**src/rtl/bclsu_pkg.sv**
```systemverilog
package bclsu_pkg;

	localparam int MemBytesDefault = 4096;

	localparam logic [31:0] ClassMask  = 32'hFFF0_00F0;
	localparam logic [31:0] ClassBchk  = 32'hE7F0_00F0;
	localparam logic [31:0] ClassLoad  = 32'hE7E0_00F0;
	localparam logic [31:0] ClassStore = 32'hE7D0_00F0;

	localparam logic [2:0] OpExec    = 3'd0;
	localparam logic [2:0] OpRegWr   = 3'd1;
	localparam logic [2:0] OpRegRd   = 3'd2;
	localparam logic [2:0] OpMemWr   = 3'd3;
	localparam logic [2:0] OpMemRd   = 3'd4;

	localparam logic [1:0] StOk      = 2'd0;
	localparam logic [1:0] StBounds  = 2'd1;
	localparam logic [1:0] StUnknown = 2'd2;
	localparam logic [1:0] StBadMode = 2'd3;

	localparam logic [3:0] ModeU8  = 4'd0;
	localparam logic [3:0] ModeS8  = 4'd1;
	localparam logic [3:0] ModeU16 = 4'd2;
	localparam logic [3:0] ModeS16 = 4'd3;
	localparam logic [3:0] ModeU32 = 4'd4;

	typedef enum logic [2:0] {
		K_NONE,    // result status only, no state change
		K_REGWR,
		K_REGRD,
		K_MEMWR,
		K_MEMRD,
		K_BCHK,
		K_LOAD,
		K_STORE
	} kind_t;

	typedef struct packed {
		kind_t       kind;
		logic [1:0]  status;
		logic [3:0]  ra;
		logic [3:0]  rb;
		logic [3:0]  rc;
		logic [3:0]  mode;
		logic [7:0]  imm;
		logic [11:0] haddr;
		logic [31:0] hdata;
	} cmd_t;

endpackage

```
**src/rtl/bclsu_front.sv**
```systemverilog
module bclsu_front (
	input  logic              clk,
	input  logic              arst_n,
	input  logic              in_valid,
	output logic              in_ready,
	input  logic [2:0]        opcode,
	input  logic [31:0]       instr_word,
	input  logic [3:0]        reg_select,
	input  logic [11:0]       host_address,
	input  logic [31:0]       host_data,
	output logic              q_valid,
	input  logic              q_ready,
	output bclsu_pkg::cmd_t   q_cmd
);
	import bclsu_pkg::*;

	// two-entry queue
	cmd_t       buf_q [2];
	logic [1:0] cnt_q;
	logic       wp_q, rp_q;
	cmd_t       c;
	logic [15:0] p;
	logic [31:0] cls;
	logic       push, pop;

	always_comb begin
		p   = {instr_word[19:8], instr_word[3:0]};
		cls = instr_word & ClassMask;
		c = '0;
		c.kind   = K_NONE;
		c.status = StOk;
		c.ra     = reg_select;
		c.rb     = p[11:8];
		c.rc     = p[7:4];
		c.mode   = p[3:0];
		c.imm    = p[7:0];
		c.haddr  = host_address;
		c.hdata  = host_data;
		case (opcode)
			OpExec: begin
				c.ra = p[15:12];
				if (cls == ClassBchk) begin
					c.kind = K_BCHK;
				end else if (cls == ClassLoad) begin
					if (p[3:0] inside {ModeU8, ModeS8, ModeU16, ModeS16, ModeU32})
						c.kind = K_LOAD;
					else
						c.status = StBadMode;
				end else if (cls == ClassStore) begin
					if (p[3:0] inside {ModeU8, ModeU16, ModeU32})
						c.kind = K_STORE;
					else
						c.status = StBadMode;
				end else begin
					c.status = StUnknown;
				end
			end
			OpRegWr: c.kind = K_REGWR;
			OpRegRd: c.kind = K_REGRD;
			OpMemWr: c.kind = K_MEMWR;
			OpMemRd: c.kind = K_MEMRD;
			default: c.status = StUnknown;
		endcase
	end

	assign in_ready = cnt_q != 2'd2;
	assign q_valid  = cnt_q != 2'd0;
	assign q_cmd    = buf_q[rp_q];
	assign push     = in_valid && in_ready;
	assign pop      = q_valid && q_ready;

	always_ff @(posedge clk) begin
		if (push) begin
			buf_q[wp_q] <= c;
		end
	end

	always_ff @(posedge clk or negedge arst_n) begin
		if (!arst_n) begin
			cnt_q <= '0;
			wp_q  <= 1'b0;
			rp_q  <= 1'b0;
		end else begin
			if (push) wp_q <= ~wp_q;
			if (pop)  rp_q <= ~rp_q;
			cnt_q <= cnt_q + {1'b0, push} - {1'b0, pop};
		end
	end
endmodule

```
**config.mk**
```make
export PLATFORM = sky130hd
export DESIGN_NAME = bclsu_front
export DESIGN_NICKNAME = d
export VERILOG_FILES = /design/src/rtl/bclsu_pkg.sv /design/src/rtl/bclsu_front.sv
export SDC_FILE = /design/constraint.sdc
export NUM_CORES = 1
export LEC_CHECK = 0
export BUFFER_PORTS_ARGS = -buffer_cell sky130_fd_sc_hd__buf_4
export CAP_MARGIN = 20
export CORE_MARGIN = 10
export CORE_UTILIZATION = 55
export DETAILED_ROUTE_END_ITERATION = 6
export GPL_TIMING_DRIVEN = 0
export PLACE_DENSITY = 0.95
export SYNTH_ARGS = -nofsm -noshare
export SYNTH_HDL_FRONTEND = slang
export SYNTH_SLANG_ARGS = --single-unit
```
**constraint.sdc**
```tcl
create_clock -name clk -period 9.3 [get_ports clk]
set_clock_uncertainty 0.15 [all_clocks]
set_input_delay 0.93 -clock clk [delete_from_list [all_inputs] [get_ports clk]]
set_output_delay 0.93 -clock clk [all_outputs]
set_load 0.01 [all_outputs]
```
### Word level (Yosys, flattened, before mapping)

Memories as Yosys holds them, arrays and structs flattened.
Index checks and enable logic that the tools add are counted.

| storage, ports and cells | value |
|---|---|
| flip-flop bits (word level) | 4 |
| RAM bits | 146 |
| input port bits | 87 |
| output and inout bits | 75 |
| word-level logic and storage cells | 42 |
| memories | 1 |

Memory list:

| memory | words | width | rd ports | clocked after memory_dff | wr ports | line | source |
|---|---|---|---|---|---|---|---|
| buf_q | 2 | 73 | 1 | 0 | 1 | bclsu_front.sv:18 | `cmd_t buf_q [2];` |

| operators by class | value |
|---|---|
| add/subtract/negate cells | 2 |
| equality and inequality tests | 12 |
| multiplexer cells | 14 |
| bitwise logic cells | 2 |
| reduce and logical (&&, ||, !) cells | 8 |

Operators with widths:

| operator | number |
|---|---|
| equality test 16 bit (second input constant) | 3 |
| case mux 3 bit (5 select lines) | 1 |
| two-way mux 3 bit | 4 |
| equality test 4 x 2 -> 1 bit (second input constant) | 2 |
| two-way mux 2 bit | 4 |
| equality test 3 x 2 -> 1 bit (second input constant) | 2 |
| two-way mux 5 bit | 1 |
| nonzero test 5 bit | 1 |
| equality test 4 x 1 -> 1 bit (second input constant) | 1 |
| equality test 4 x 3 -> 1 bit (second input constant) | 1 |
| zero test 4 bit | 1 |
| two-way mux 4 bit | 1 |
| case mux 2 bit (2 select lines) | 1 |
| OR reduction 4 bit | 1 |
| equality test 3 x 1 -> 1 bit (second input constant) | 1 |
| equality test 3 bit (second input constant) | 1 |
| zero test 3 bit | 1 |
| nonzero test 3 bit | 1 |
| adder 2 x 1 -> 2 bit | 1 |
| logical AND 1 bit | 2 |
| two-way mux 1 bit | 2 |
| inequality test 2 bit (second input constant) | 1 |
| inverter 1 bit | 2 |
| nonzero test 2 bit | 1 |
| subtractor 2 x 1 -> 2 bit | 1 |

### Logic depth before layout (Yosys ltp)

Gate-level depths: netlist of the first run.

| logic depth | value |
|---|---|
| word-level depth | 7 |
| depth in mapped cells | 7 |
| mapped depth without buffers | 7 |

### Worst setup path before layout of the first run

OpenSTA, ideal clock, no wires.

| path | value |
|---|---|
| path kind | input -> register |
| start | in in_valid |
| end | mem buf_q[0][0] (netlist name) (enable) |
| data arrival time | 3744 ps |
| required time | 8662 ps |
| slack | 4918 ps |
| cell stages on the path | 2 |
| path buffers | 0 |
| cells stage by stage | nand2_1 nor2_1 |

| on the way | value |
|---|---|
| cells in the longest elaborated chain, start to end | 3 |

RTL lines:

| element | line | source |
|---|---|---|
| from (decl) | bclsu_front.sv:4 | `input logic in_valid,` |
| logical AND 1 bit | bclsu_front.sv:69 | `assign push = in_valid && in_ready;` |
| two-way mux 1 bit | bclsu_front.sv:73 | `if (push) begin` |
| two-way mux 1 bit (not written as such) | bclsu_front.sv:74 | `buf_q[wp_q] <= c;` |
| to (decl) | bclsu_front.sv:18 |  |

No other way between the ends.

==> impl_metrics.ini, run 1 <==
[status]
status = complete, no violations

[floorplan]
design.die.area_um2 = 13800
start_util_pct = 56.5
boundaryPins = 162
die_w_um = 117
chipHeight_um = 117
fp-row-count = 35
coreArea_um2 = 9240

[pwr]
leakagePower_uw = 0.00276
ir_drop_uv = 157
p_per_area_nw_per_um2 = 307

[placed_design]
post-dp-hpwl_um = 8120
place_ws_ps = 6630
place_inst = 555
port_buffers = 160
gp_congestion = 0.760

[logic_synthesis]
synth.most_common_cell = edfxtp_1
yosysWarnings = 0
syn-cell-area_um2 = 5220
netlist_instances = 264
synth_commonest_cells = edfxtp_1 (130), mux2_2 (69), buf_4 (9)
synth_top_area_share_pct = 74.8
synth_edf_count = 130
synthDistinctLibCells = 33
synth_ff_type = edfxtp_1
async_flop_share_pct = 2.99
ys_seq_area_share_pct = 76.8
avgSynthCellArea_um2 = 19.8
yosys.area.top_type = edfxtp_1
synthTopCellsByArea = edfxtp_1 (75%), mux2_2 (15%), dfrtp_1 (1.9%), buf_4 (1.3%), buf_2 (0.67%)
synth_seq_cells = 134
syn_nets = 353

[global_routing]
grt_pass1_wl_um = 17300
grt_pass1_vias = 3396
grt_max_degree = 66
overflow = 0
globalRouteTotalUtil_pct = 16.0
grt_antenna_before_repair = 0

[min_path]
hp-class = input port to asynchronous set/reset pin

[timing]
fin_crit_sh_pct = 33.7
tns_ps = 0
hold_viol = 0
setup_viol = 0
finalCriticalPeriod_ps = 3130
rsz0062_at_grt = false
worstMarginPinSlew_ps = 887
slew_viol_final = 0
clock.fmax_mhz = 319
layout_setup_ws_ps = 6170
slew_headroom_pct = 40.9

[layout]
fillers = 530
insertedDiodeCount = 0
instances_no_fill = 587
drive_gt1_share_pct = 62.2
nNetsFinal = 534
syn2layout_area_growth_pct = 37.6

[clocking]
cts_buffers = 17
cts_resized = 0
clk_pin_slew_ps = 60
clk_latency_ps = 490
root_buffer = clkbuf_8
postCtsSetupBuffers = 0
cts_buffer_depth = 2
ctsHoldBuffers = 0
cts_tree = built
htree_levels = 4
clock_sinks = 134

[setup_path]
critPathKind = register to primary output
required_ps = 8220
cp-start-kind = register
path_max_fanout = 10
end_kind = primary output
cp.arrival_ps = 2050

[drt]
vias_per_cell = 5.07
firstDrtPassIters = 6
met2_length_um = 6050
drt-met1-wl_um = 4070
drt_iter0_drc = 137
wl_met3_um = 857
drc = 0
totalWireLength_um = 11100
ant_nets = 0
vias = 2976
wire_per_inst_um = 18.9
maxUsedRoutingLayer = met4

[run]
maxCapViolCount = 0
## final timing paths
path                             end  startpoint  slack (ps)  depth (start not counted)
setup reg to reg            cnt_q[1]    cnt_q[1]        7400                          7
setup / recovery           q_cmd[52]        rp_q        6170                          5
min in group clk            cnt_q[1]    cnt_q[1]         350                          1
max in group asynchronous   cnt_q[0]      arst_n        8820                          1
hold reg to reg             cnt_q[1]    cnt_q[1]         350                          1
hold / removal                  wp_q      arst_n          70                          1
## report_power, final
| group | total [uW] | internal [uW] | switching, uW |
|---|---|---|---|
| clock | 602 | 357 | 245 |
| sequential | 863 | 828 | 35.0 |
| combinational | 742 | 389 | 352 |
## critical path, stage by stage (launching register included)
cell     delay (ps)
dfrtp_1         350
buf_2           260
buf_2           290
mux2_2          390
buf_4           140
buf_4           130
## layer usage
layer	track usage, %	vias up
li1	-	1389
met1	16.4	1458
met2	28.4	121
met3	6.52	8
met4	5.95	0
met5	0	-
## stage by stage
step	instance area, um^2	util [%]	power [uW]	hold slack, ps
floorplan	5220	-	1270	310
global placement	6580	71.2	1610	324
detailed placement	6630	71.8	1630	339
CTS	7180	77.7	2240	48.0
global route	7180	77.7	2320	44.7
finish	7180	77.7	2210	73.2
## kinds of logic after synthesis
logic type / share of synthesized area (%)
AOI/OAI and AO/OA: 1.25
xor gates and xnor gates: 0.839
adders and majority gates: 0.480
buffers and inverters: 2.18
DFF: 76.8
muxes: 15.2
and+or+nand+nor: 3.31
## state kept, by name, summed over array words and instances (netlist names)
name,cells
buf_q,130
cnt_q,2
rp_q,1
wp_q,1
## layout by cell type (no fill, tap or decap), drive strengths merged, types with 2 or more instances in the layout
cell | synthesis | final
clkinvlp | 0 | 7
mux2 | 70 | 70
clkbuf | 0 | 19
ha | 2 | 2
xnor2 | 4 | 4
nand4 | 2 | 2
dfrtp | 4 | 4
nor3 | 4 | 4
a21oi | 3 | 3
edfxtp | 130 | 130
o21ai | 2 | 2
nor2b | 2 | 2
inv | 3 | 7
buf | 16 | 178
nand2 | 3 | 3
nor2 | 5 | 5
## area by class of cell
| class | count | area (um^2) | share of cell area [%] |
|---|---|---|---|
| Sequential cell | 134 | 4000 | 55.8 |
| Timing Repair Buffer | 162 | 1240 | 17.3 |
| Multi-Input combinational cell | 111 | 1110 | 15.5 |
| Clock buffer | 19 | 422 | 5.88 |
| Tap cell | 129 | 161 | 2.25 |
| Clock inverter | 13 | 123 | 1.71 |
| Buffer | 16 | 103 | 1.43 |
| Inverter | 3 | 11.3 | 0.157 |
Note: power is estimated with default switching activity, not from simulation.
==> run 2, diff against run 1 <==
- CORE_UTILIZATION: 55 -> 46
- PLACE_DENSITY: 0.95 -> 0.88
- clock period: 9.3 -> 2.55 ns (I/O delays scaled with it)
==> run 2 against run 1 <==
  * Final area increased by 8.3%
  * Clock power rose to 3.7 times the previous value
  * First-iteration DRC count grew 39%
  * Global-route usage fell by 1.0 points
  * Sequential power rose to 3.7 times the previous value
  * Wire length up 11%
  * Critical path type unchanged
  * Largest power group unchanged
==> impl_metrics.ini, run 2 (synthesis gave the netlist of run 1 again) <==
[status]
status = complete, no violations

[clocking]
clk_latency_ps = 400
clk_pin_slew_ps = 60
clock_sinks = 134
root_buffer = clkbuf_16
cts_buffer_depth = 2
cts_buffers = 17
htree_levels = 4
cts_tree = built

[timing]
rsz0062_at_grt = false
clock.fmax_mhz = 412
setup_viol = 0
layout_setup_ws_ps = 120
slew_viol_final = 0
worstMarginPinSlew_ps = 907
fin_crit_sh_pct = 95.3
slew_headroom_pct = 39.5
finalCriticalPeriod_ps = 2430
hold_viol = 0
tns_ps = 0

[layout]
insertedDiodeCount = 0
nNetsFinal = 591
top_regs = buf_q: 130 flops, cnt_q: 2 flops
top_register = buf_q
final_common_cell = buf_4
final_area_um2 = 7770
drive_gt1_share_pct = 54.9
final_cell_mix = buf_4 (169), edfxtp_1 (130), mux2_2 (69)
fillers = 697
syn2layout_area_growth_pct = 48.9
largest_register_ffs = 130

[setup_path]
r2r-end = cnt_q[1]
crit_chain = buf_2 -> buf_2 -> mux2_2 -> buf_4 -> buf_4
r2r_start = cnt_q[1]
required_ps = 2140
cp.arrival_ps = 2030
r2r_slack_ps = 570
cp-start-kind = register
end_kind = primary output
critPathKind = register to primary output
path_max_fanout = 10
critPathTopFamily = buffers and inverters
cpPeakStageDelay_ps = 380
critPathSlowestCell = mux2_2
cp.buffers_inverters = 4
reg2regPathDepth = 7

[floorplan]
start_util_pct = 47.5
design.die.area_um2 = 16000
fp-row-count = 38
boundaryPins = 162
die_w_um = 126
coreArea_um2 = 11000
chipHeight_um = 126

[global_routing]
overflow = 0
grt_pass1_wl_um = 18900
grt_antenna_before_repair = 0
globalRouteTotalUtil_pct = 15.0
grt_max_degree = 66
grt_pass1_vias = 3636

[min_path]
min_to = buf_q[0][65]
hold_start = instr_word[17]
min_path_cells = 2
hp-class = input port to register

[pwr]
p_per_area_nw_per_um2 = 1060
leakagePower_uw = 0.00302
ir_drop_uv = 565

[placed_design]
place_ws_ps = 527
post-dp-hpwl_um = 8220
gp_congestion = 0.819
port_buffers = 160
postPlaceCellArea_um2 = 6650

[drt]
vias_per_cell = 4.86
drc = 0
totalWireLength_um = 12300
ant_nets = 0
wire_per_inst_um = 18.7
firstDrtPassIters = 4
drt_iter0_drc = 191
vias = 3177

[run]
maxCapViolCount = 0
==> run 2: what timing repair did <==
action	4_1_cts	5_1_grt
gates resized for setup	0	0
buffers inserted	0	0
hold buffers	57	0
hold endpoints to repair	116	0
==> run 2: layer usage <==
metal / up-vias / share of wire (%) / GRT usage [%] / wire length (um)
met5: - / 0 / 0 / 0
met4: 0 / 1.2 / 4.55 / 145
met3: 14 / 9.5 / 7.29 / 1160
met2: 125 / 53 / 26.4 / 6490
met1: 1540 / 36 / 15.2 / 4460
li1: 1498 / - / - / -
==> run 2: final cells by class <==
type	count	area (um^2)	share of cell area, %
Multi-Input combinational cell	111	1110	14.3
Clock buffer	19	433	5.57
Tap cell	140	175	2.25
Timing Repair Buffer	219	1820	23.4
Sequential cell	134	4000	51.5
Buffer	16	103	1.32
Clock inverter	12	113	1.45
Inverter	3	11.3	0.145
==> run 2: stage by stage <==
stage	power, uW	hold slack (ps)	std cells	util (%)
4_1_cts	8320	12.1	654	70.7
5_1_grt	8630	18.4	654	70.7
3_3_place_gp	5840	-97.7	564	60.1
2_1_floorplan	4630	-191	264	-
6_report	8230	27.8	654	70.7
3_5_place_dp	5980	-95.1	566	60.6
==> run 2: how the worst max path moves through the flow <==
stage	start	endpoint	slack [ps]	cells past startpoint
finish	rp_q	q_cmd[56]	120	5
global route	rp_q	q_cmd[56]	3	5
CTS	rp_q	q_cmd[54]	90	5
detailed placement	rp_q	q_cmd[54]	530	5
global placement	cnt_q[1]	buf_q[0][71]	-120	3
floorplan	cnt_q[1]	buf_q[0][0]	330	3
==> run 2: where the power goes <==
part / internal [uW] / leakage [uW] / total, uW / switching (uW)
logic: 1480 / 0.00150 / 2830 / 1350
registers: 3020 / 0.00126 / 3150 / 130
clock network: 1410 / 0.000267 / 2240 / 829
total: 5920 / 0.00302 / 8230 / 2310
==> run 3, diff against run 2 <==
==> constraint.sdc (replaced) <==
create_clock -name clk -period 2.55 [get_ports clk]
set_clock_uncertainty 0.15 [all_clocks]
set_input_delay 0 -clock clk [delete_from_list [all_inputs] [get_ports clk]]
set_output_delay 0 -clock clk [all_outputs]
set_load 0.01 [all_outputs]
==> run 3 against run 2 <==
  * Core utilization rose by 1.6 points
  * Final area increased by 2.3%
  * Via count rose by 2.6%
  * Combinational power up 1%
  * First-iteration DRC count fell by 5.8%
  * Power increased by 0.48%
  * Hold slack got worse by 6.4 ps
  * Flip-flop and latch count unchanged
  * Fmax rose by 11%
  * Sequential power about the same
==> impl_metrics.ini, run 3 (synthesis gave the netlist of run 1 again) <==
[status]
status = complete, no violations

[drt]
totalWireLength_um = 12700
vias_per_cell = 4.85
firstDrtPassIters = 4
vias = 3259
ant_nets = 0
drc = 0
wire_per_inst_um = 18.9
drt_iter0_drc = 180

[layout]
final_common_cell = buf_4
insertedDiodeCount = 0
nNetsFinal = 609
final_cell_mix = buf_4 (169), edfxtp_1 (130), dlygate4sd3_1 (75)
top_register = buf_q
largest_register_ffs = 130
syn2layout_area_growth_pct = 52.4
drive_gt1_share_pct = 53.0
fillers = 665
final_area_um2 = 7950
top_regs = buf_q: 130 flops, cnt_q: 2 flops

[setup_path]
cpPeakStageDelay_ps = 380
required_ps = 2400
reg2regPathDepth = 7
crit_chain = buf_2 -> buf_2 -> mux2_2 -> buf_4 -> buf_4
critPathKind = register to primary output
path_max_fanout = 10
r2r_start = cnt_q[1]
r2r_slack_ps = 560
r2r-end = cnt_q[1]
cp-start-kind = register
cp.arrival_ps = 2030
critPathSlowestCell = mux2_2
end_kind = primary output

[pwr]
ir_drop_uv = 564
p_clk_share_pct = 27.2
leakagePower_uw = 0.00310
comb_power_share_pct = 34.7
switching_share_pct = 28.2
netSwitchingPower_uw = 2330
intPower_uw = 5940
p_per_area_nw_per_um2 = 1040
seqPwrFrac_pct = 38.1

[timing]
slew_headroom_pct = 39.4
finalCriticalPeriod_ps = 2180
fin_crit_sh_pct = 85.6
slew_viol_final = 0
clock.fmax_mhz = 458
worstMarginPinSlew_ps = 909
setup_viol = 0
tns_ps = 0
hold_viol = 0
rsz0062_at_grt = false

[clocking]
ctsHoldBuffers = 75
clock_sinks = 134
cts_buffer_depth = 2
clk_latency_ps = 400
postCtsSetupBuffers = 0
clk_pin_slew_ps = 60
cts_buffers = 17
htree_levels = 4
cts_resized = 0
cts_tree = built
root_buffer = clkbuf_16

[placed_design]
gp_congestion = 0.819
post-dp-hpwl_um = 8220
postPlaceCellArea_um2 = 6650
port_buffers = 160

[global_routing]
grt_antenna_before_repair = 0
grt_max_degree = 66
grt_pass1_wl_um = 19600
overflow = 0
globalRouteTotalUtil_pct = 15.5
grt_pass1_vias = 3716

[min_path]
hold_start = instr_word[24]
hp-class = input port to register
min_path_cells = 5
min_to = buf_q[1][68]

[run]
maxCapViolCount = 0

[floorplan]
start_util_pct = 47.5
coreArea_um2 = 11000
design.die.area_um2 = 16000
boundaryPins = 162
fp-row-count = 38
chipHeight_um = 126
die_w_um = 126
run 3: cell count changes in the layout (fill, tap and decap cells not counted), sizes merged:
cell / delta
dlygate4sd3: +18
run 3: worst max-delay path, delay by kind of cell (launching register included):
| kind | cells | cell delay (ps) |
|---|---|---|
| muxes | 1 | 380 |
| DFF | 1 | 350 |
| buffers and inverters | 4 | 900 |
run 3: area by class of cell:
type                       instances  area (um^2)  share of cell area, %
sequential                       134         4000                   50.4
buffer                            16          103                   1.29
multi-input combinational        111         1110                   14.0
inverter                           3         11.3                  0.142
tap                              140          175                   2.20
clock inverter                    12          113                   1.42
clock buffer                      19          433                   5.45
timing repair buffer             237         2000                   25.2
run 3: worst max-delay path by stage:
stage / start / end / slack, ps
4_1_cts: rp_q / q_cmd[54] / 350
3_5_place_dp: cnt_q[1] / cnt_q[1] / 620
5_1_grt: rp_q / q_cmd[56] / 260
2_1_floorplan: cnt_q[1] / buf_q[0][0] / 330
3_3_place_gp: cnt_q[1] / buf_q[0][71] / -120
6_report: rp_q / q_cmd[56] / 370
run 3: power groups by stage:
stage	Sequential, uW	Combinational [uW]	Clock (uW)
CTS	3150	2900	2280
global placement	3170	2670	0
finish	3150	2870	2240
global route	3190	3090	2380
detailed placement	3190	2790	0
floorplan	3150	1480	0
run 3: metrics by stage:
| step | setup slack, ps | cells | power [uW] | utilization, % | hold WS (ps) |
|---|---|---|---|---|---|
| CTS | 348 | 672 | 8340 | 72.4 | 7.13 |
| floorplan | 328 | 264 | 4630 | - | -446 |
| global route | 258 | 672 | 8660 | 72.4 | 34.5 |
| finish | 367 | 672 | 8270 | 72.4 | 21.4 |
| detailed placement | 617 | 566 | 5980 | 60.6 | -350 |
| global placement | -117 | 564 | 5840 | 60.1 | -353 |
run 3: layer usage:
metal | track usage [%] | routed length, um | part of all wire [%]
met2 | 27.8 | 6830 | 54
met1 | 15.7 | 4530 | 36
met4 | 4.55 | 150 | 1.2
met5 | 0 | 0 | 0
met3 | 7.33 | 1160 | 9.1
